$ cat src/hw/rtl/smdr_fifo.sv
// ----------------------------------------------------------------------------
// smdr_fifo
// Small first-in first-out queue of words, shown on the read side at once.
// ----------------------------------------------------------------------------
module smdr_fifo #(
	parameter int unsigned DEPTH = 4,
	parameter type word_t = logic
) (
	input  logic  clk,
	input  logic  arst_n,
	input  logic  wr_en,
	input  word_t wr_data,
	input  logic  rd_en,
	output word_t rd_data,
	output logic  full,
	output logic  empty
);
	localparam int unsigned PtrW = (DEPTH > 1) ? $clog2(DEPTH) : 1;
	localparam int unsigned CntW = $clog2(DEPTH + 1);
	localparam logic [PtrW-1:0] LastPtr = PtrW'(DEPTH - 1);
	localparam logic [CntW-1:0] FullCnt = CntW'(DEPTH);

	word_t          mem_q [DEPTH];
	logic [PtrW-1:0] wr_ptr_q, rd_ptr_q;
	logic [CntW-1:0] count_q;
	logic           do_wr, do_rd;

	assign full    = (count_q == FullCnt);
	assign empty   = (count_q == '0);
	assign do_wr   = wr_en && !full;
	assign do_rd   = rd_en && !empty;
	assign rd_data = mem_q[rd_ptr_q];

	always_ff @(posedge clk) begin
		if (do_wr) begin
			mem_q[wr_ptr_q] <= wr_data;
		end
	end

	always_ff @(posedge clk or negedge arst_n) begin
		if (!arst_n) begin
			wr_ptr_q <= '0;
			rd_ptr_q <= '0;
			count_q  <= '0;
		end else begin
			if (do_wr) begin
				wr_ptr_q <= (wr_ptr_q == LastPtr) ? '0 : wr_ptr_q + 1'b1;
			end
			if (do_rd) begin
				rd_ptr_q <= (rd_ptr_q == LastPtr) ? '0 : rd_ptr_q + 1'b1;
			end
			if (do_wr && !do_rd) begin
				count_q <= count_q + 1'b1;
			end else if (do_rd && !do_wr) begin
				count_q <= count_q - 1'b1;
			end
		end
	end

endmodule

$ cat config.mk
export PLATFORM = sky130hd
export DESIGN_NAME = smdr_fifo
export DESIGN_NICKNAME = d
export VERILOG_FILES = /design/src/hw/rtl/smdr_fifo.sv
export SDC_FILE = /design/constraint.sdc
export NUM_CORES = 1
export LEC_CHECK = 0
export BUFFER_PORTS_ARGS = -buffer_cell sky130_fd_sc_hd__buf_2
export CAP_MARGIN = 30
export CORE_AREA = 2 2 39 41
export DETAILED_ROUTE_END_ITERATION = 12
export DIE_AREA = 0 0 41 43
export PLACE_DENSITY = 0.67
export SETUP_SLACK_MARGIN = 0.5
export SYNTH_ARGS = -nofsm -noshare
export SYNTH_HDL_FRONTEND = slang
export SYNTH_SLANG_ARGS = --single-unit
$ cat constraint.sdc
create_clock -name clk -period 1.9 [get_ports clk]
set_input_delay 0.19 -clock clk [delete_from_list [all_inputs] [get_ports clk]]
set_output_delay 0.19 -clock clk [all_outputs]
set_load 0.005 [all_outputs]
==> results of run 1 <==
[routing by layer]
| layer | wire length, um | up-vias | share of wire, % | GRT usage (%) |
|---|---|---|---|---|
| met5 | 0 | - | 0 | 0 |
| met4 | 21 | 0 | 2.2 | 8.00 |
| met3 | 22 | 4 | 2.3 | 3.14 |
| met2 | 506 | 6 | 54 | 21.9 |
| met1 | 389 | 172 | 41 | 16.7 |
| li1 | - | 182 | - | - |
[kinds of logic after synthesis]
family        Yosys count  share of synthesized area, %
xor+xnor                3                          4.38
mux                     6                          14.4
flops                  11                          49.3
simple gates           11                          12.3
fa+ha+maj               7                          15.9
buf+inv                 4                          3.76
[through the flow]
stage          power [uW]  setup TNS (ns)  area [um^2]  cells  hold WS, ns
6_report             1240               0          798     79        0.142
5_1_grt              1360         -0.0204          798     79        0.139
4_1_cts              1210               0          783     78        0.138
3_5_place_dp          934               0          678     66       0.0355
3_3_place_gp          921               0          678     66       0.0351
2_1_floorplan         811               0          619     42       -0.106
[cell usage in the layout (no fill, tap or decap), drive strengths merged]
| cell type | instances |
|---|---|
| fa | 1 |
| nor3b | 1 |
| mux4 | 1 |
| xnor2 | 1 |
| xor2 | 2 |
| ha | 6 |
| clkbuf | 4 |
| edfxtp | 4 |
| dfrtp | 7 |
| dlygate4sd3 | 1 |
| nor2b | 1 |
| inv | 3 |
| nor2 | 3 |
| nand2b | 1 |
| nor3 | 1 |
| mux2 | 5 |
| and2 | 4 |
| buf | 17 |
[registers in the layout (all words and copies together) (netlist names)]
signal and count:
count_q 3, wr_ptr_q 2, mem_q 4, rd_ptr_q 2
[worst max-delay path: stages, from the launching register on]
cell and delay (ns):
dfrtp_1 0.41, nor3b_2 0.18, nor2b_2 0.18, ha_4 0.16, inv_2 0.04, fa_2 0.33
xor2_1 0.14, nor2_1 0.11, xor2_1 0.16
[how the worst max path moves through the flow]
| stage | end | slack [ns] | cells after the start |
|---|---|---|---|
| detailed placement | count_q[2] | 0.02 | 8 |
| global placement | count_q[2] | 0.05 | 8 |
| finish | count_q[2] | 0.12 | 8 |
| global route | count_q[2] | -0.02 | 8 |
| floorplan | count_q[1] | 0.06 | 7 |
| CTS | count_q[1] | 0.17 | 6 |
[power by group through the flow]
stage	Clock (uW)	Combinational, uW	Sequential, uW
after global routing	177	723	455
final	158	640	440
after detailed placement	0	482	452
after CTS	162	610	436
after global placement	0	470	450
after floorplan	0	374	437
[layout make-up]
type	instances	area, um^2
fillers	115	586
clock buffers	4	26.3
flip-flops and latches	11	297
inverters	3	11.3
repair buffers	18	130
well taps	16	20.0
multi-input cells	27	314
[what timing repair did]
action	CTS	global route
setup endpoints to repair	9	10
hold endpoints to repair	7	0
hold buffers	1	0
pin swaps	4	1
setup buffers	7	1
resized for setup	7	2
==> impl_metrics.ini, run 1 <==
[status]
status = completed

[floorplanning]
rows = 14
ios = 8
core_area_um2 = 1380
die_w_um = 41
die_height_um = 43
initial_core_util_pct = 43.3
die-area_um2 = 1760

[sta]
min_period_ns = 1.78
finClkSkew_ns = 0.00823
hold_viol = 0
worst_slack_ns = 0.120
slew_headroom_pct = 86.8
setup_violations = 0
timing.fmax_mhz = 562
finalCritPeriodShare_pct = 93.7
drv_slew = 0
worst_pin_slew_ns = 0.198
rsz0062_at_grt = true

[setup_path]
rr_endpoint = count_q[2]
cp-end-kind = register
r2r_cells = 8
reg2reg_from = count_q[2]
worstPathArrival_ns = 1.97
worstSetupPathType = reg2reg
worst_ep_required_time_ns = 2.09
r2r_slack_ns = 0.12
critPathLaunch = count_q[2]
path_max_fanout = 3
startpoint_type = register

[clock_tree]
clock_latency_ns = 0.27
cts_num_sinks = 11
root_buffer = clkbuf_4
path_clk_slew_ns = 0.07
cts_tree = done
cts_max_path_buffers = 2
cts_made_buffers = 3
cts_max_level = 1

[global_route]
overflow = 0
grt_pass1_vias = 384
antenna_found_initial = 0
grt_pass1_wl_mm = 1.56
grtUsageTotal_pct = 14.0
grt_max_degree = 8

[job]
max_cap_viol_count = 0

[layout]
finish.utilization_pct = 57.7
drive_gt1_share_pct = 60.3
area_delta_synth_final_pct = 33.2
antennaDiodeCount = 0
fin_nets = 76

[power_and_ir_drop]
ir_drop_uv = 860
power_density_nw_per_um2 = 1550
power.internal_uw = 843
combPwrFrac_pct = 51.7
p_clk_share_pct = 12.8
p_sw_share_pct = 31.9
switchingPower_uw = 395
pwr-share-seq_pct = 35.5
p_leak_uw = 0.000369

[route]
wl_per_cell_um = 11.9
postRouteAntennaNets = 0
drc = 0
totalWireLength_um = 939
drtIter0Drc = 3
firstDrtPassIters = 4
routed_via_density = 4.61
vias = 364

[synth]
syn-num-nets = 54
synth-main-ff-cell = dfrtp_1
synth-edff-count = 4
synthArstFlopShare_pct = 63.6
synth.most_common_cell = dfrtp_1
synth_top_area_share_pct = 29.2
synth_area_leaders = dfrtp_1 29%, edfxtp_1 20%, ha_1 13%
yosysWarnings = 0
synth_top_area_cell = dfrtp_1
ys_seq_area_share_pct = 49.3
syn_area_um2 = 599
yosysUniqueCellTypes = 17
synth_common_cells = 7 x dfrtp_1, 6 x ha_1, 4 x and2_2, 4 x edfxtp_1
avgSynthCellArea_um2 = 14.3
syn-instance-count = 42
ys_ff_latch = 11

[placement]
io_buffers = 7
place_congestion = 0.730
preCtsSetupSlack_ns = 0.0237
hpwl_um = 633

[min_path]
holdPathEnd = mem_q[0]
holdPathStages = 1
hold_path.class = in2reg
worstHoldStart = wr_data
No activity file was read; power rests on OpenSTA's default activity.
==> run 2, diff against run 1 <==
Settings changed: ABC_AREA set to 1, CORE_AREA 2 2 39 41 to not set, CORE_MARGIN set to 2, CORE_UTILIZATION set to 31, DIE_AREA 0 0 41 43 to not set, PLACE_DENSITY 0.67 to not set.
==> run 2 against run 1 <==
Clock-buffer cell count stayed put. Register-to-register slack better by 0.16 ns. Combinational power is 30% higher. Sequential share of layout area is 5.0 points lower. Clock power is 6% higher. Hold slack worse by 0.014 ns. Largest power group unchanged.
==> impl_metrics.ini, run 2 <==
[status]
status = completed

[synth]
ys_seq_area_share_pct = 46.3
avgSynthCellArea_um2 = 8.86
ys_ff_latch = 11
syn_area_um2 = 638
yosysUniqueCellTypes = 17
synth.most_common_cell = inv_1
yosysWarnings = 0
synth_top_area_cell = dfrtp_1
syn-instance-count = 72
synth-edff-count = 4
synth-main-ff-cell = dfrtp_1
syn-num-nets = 84
synth_top_area_share_pct = 27.5
synthArstFlopShare_pct = 63.6
synth_common_cells = 17 x inv_1, 16 x nand2_1, 7 x dfrtp_1
synth_area_leaders = dfrtp_1 27%, edfxtp_1 19%, ha_1 12%

[setup_path]
slowest_delay_ns = 0.42
crit_chain = inv_2 -> nand3_4 -> nand2_4 -> inv_4 -> ha_4 -> inv_4 -> fa_2 -> nand2_1 -> o21ai_1
cp-end-kind = register
cp_slowest_cell = fa_2
r2r_cells = 9
rr_endpoint = count_q[1]
path_max_fanout = 3
worstPathArrival_ns = 1.80
startpoint_type = register
worst_ep_required_time_ns = 2.08
r2r_slack_ns = 0.28
worstSetupPathType = reg2reg
critical_path.most_common_cell = inv_4
reg2reg_from = count_q[1]

[layout]
drive_gt1_share_pct = 44.0
area_delta_synth_final_pct = 45.1
antennaDiodeCount = 0
reg_top3 = mem_q x4, count_q x3
n_fill_cell = 187
final_cell_mix = 14 x buf_4, 13 x nand2_1, 11 x inv_1
largest_register_ffs = 4
seqCellArea_um2 = 298
mostFrequentLayoutCell = buf_4
fin_nets = 113
largest_register = mem_q
multiInputGateArea_um2 = 327

[min_path]
holdPathStages = 1
holdPathEnd = mem_q[3]
worstHoldStart = wr_data
hold_path.class = in2reg

[power_and_ir_drop]
combPwrFrac_pct = 58.2
p_sw_share_pct = 40.3
p_clk_share_pct = 11.7
p_leak_uw = 0.000475
pwr-share-seq_pct = 30.1
switchingPower_uw = 576
power.internal_uw = 854
power_density_nw_per_um2 = 1540
ir_drop_uv = 810

[sta]
hold_viol = 0
worst_pin_slew_ns = 0.180
drv_slew = 0
slew_headroom_pct = 88.0
finalCritPeriodShare_pct = 85.4
worst_slack_ns = 0.278
finClkSkew_ns = 0.00784
rsz0062_at_grt = true
min_period_ns = 1.62
timing.fmax_mhz = 617
tns_ns = 0
setup_violations = 0

[global_route]
grt_pass1_vias = 543
grt_max_degree = 8
overflow = 0
grt_pass1_wl_mm = 2.13
antenna_found_initial = 0
grtUsageTotal_pct = 11.7

[clock_tree]
cts_num_sinks = 11
clock_latency_ns = 0.28
root_buffer = clkbuf_4
path_clk_slew_ns = 0.08
cts_max_level = 1
cts_made_buffers = 3
cts_tree = done
cts_max_path_buffers = 2

[route]
firstDrtPassIters = 3
wl_per_cell_um = 10.2
routed_via_density = 4.25
drc = 0
totalWireLength_mm = 1.29
vias = 540
postRouteAntennaNets = 0
drtIter0Drc = 5

[placement]
hpwl_um = 790
place_congestion = 0.781
preCtsSetupSlack_ns = 0.227
io_buffers = 7

[floorplanning]
die_height_um = 49.4
ios = 8
die_w_um = 49.4
rows = 16
initial_core_util_pct = 32.9
core_area_um2 = 1940
die-area_um2 = 2440

[job]
max_cap_viol_count = 0
run 2: changes by cell type in the layout (fill, tap and decap cells not counted), moves of 3 or more:
| cell | previous run | this run |
|---|---|---|
| inv_1 | 2 | 11 |
| nand2_2 | 0 | 3 |
| and2_4 | 4 | 0 |
| nor2_1 | 3 | 6 |
| buf_4 | 9 | 14 |
| nand2_1 | 0 | 13 |
| mux2_2 | 3 | 0 |
| nand3_1 | 0 | 4 |
| inv_2 | 1 | 4 |
run 2: cell families (layout without fill, tap and decap cells):
kind of cell / count (synthesis) / in the layout / synth area share (%)
simple gates: 33 / 33 / 24.7
buf+inv: 17 / 45 / 10.0
flops: 11 / 11 / 46.3
fa+ha+maj: 7 / 7 / 14.9
compound gates: 3 / 3 / 2.74
xor+xnor: 1 / 1 / 1.37
run 2: critical path, delay by kind of cell, from the launching register on:
family | cells | cell delay, ns
buffers and inverters | 3 | 0.20
and+or+nand+nor | 3 | 0.27
AOI/OAI and AO/OA | 1 | 0.06
adders and majority gates | 2 | 0.58
DFF | 1 | 0.40
run 2: through the flow:
step / total power, uW / utilization, % / cells / cell area [um^2] / hold WS, ns
finish: 1430 / 47.7 / 127 / 926 / 0.128
global route: 1570 / 47.7 / 127 / 926 / 0.129
CTS: 1280 / 43.4 / 119 / 842 / 0.122
detailed placement: 973 / 37.6 / 106 / 729 / 0.0379
global placement: 952 / 37.6 / 106 / 729 / 0.0362
floorplan: 841 / - / 72 / 661 / -0.106
run 2: power groups by stage:
stage          registers [uW]  clock network [uW]  logic, uW
5_1_grt                   446                 184        941
6_report                  430                 168        832
3_3_place_gp              446                   0        506
4_1_cts                   429                 173        676
3_5_place_dp              447                   0        525
2_1_floorplan             426                   0        415
run 2: cell type report:
type                       count  share of cell area, %
tap                           27                   3.65
timing repair buffer          24                   18.6
sequential                    11                   32.2
multi-input combinational     44                   35.3
inverter                      17                   7.43
clock buffer                   4                   2.84
run 2: per-layer routing:
layer  track usage, %  wire length (um)  vias up
met5                0                 0        -
li1                 -                 -      277
met4             8.33                41        0
met1             13.0               533      249
met3             1.84                38        5
met2             20.3               680        9
run 2: how the worst max path moves through the flow:
stage               start  cells past startpoint  slack, ns         end
2_1_floorplan  count_q[0]                      9       0.31  count_q[1]
3_3_place_gp   count_q[0]                      9       0.24  count_q[1]
3_5_place_dp   count_q[0]                     10       0.23  count_q[2]
4_1_cts        count_q[1]                      9       0.34  count_q[1]
5_1_grt        count_q[1]                     10       0.17  count_q[2]
6_report       count_q[1]                      9       0.28  count_q[1]
run 2: repair_timing:
action / CTS / global route
gates resized for setup: 5 / 9
buffers inserted: 8 / 8
hold endpoints to repair: 7 / 0
gates cloned: 0 / 0
setup endpoints to repair: 3 / 5
pin swaps: 4 / 9
hold buffers: 1 / 0
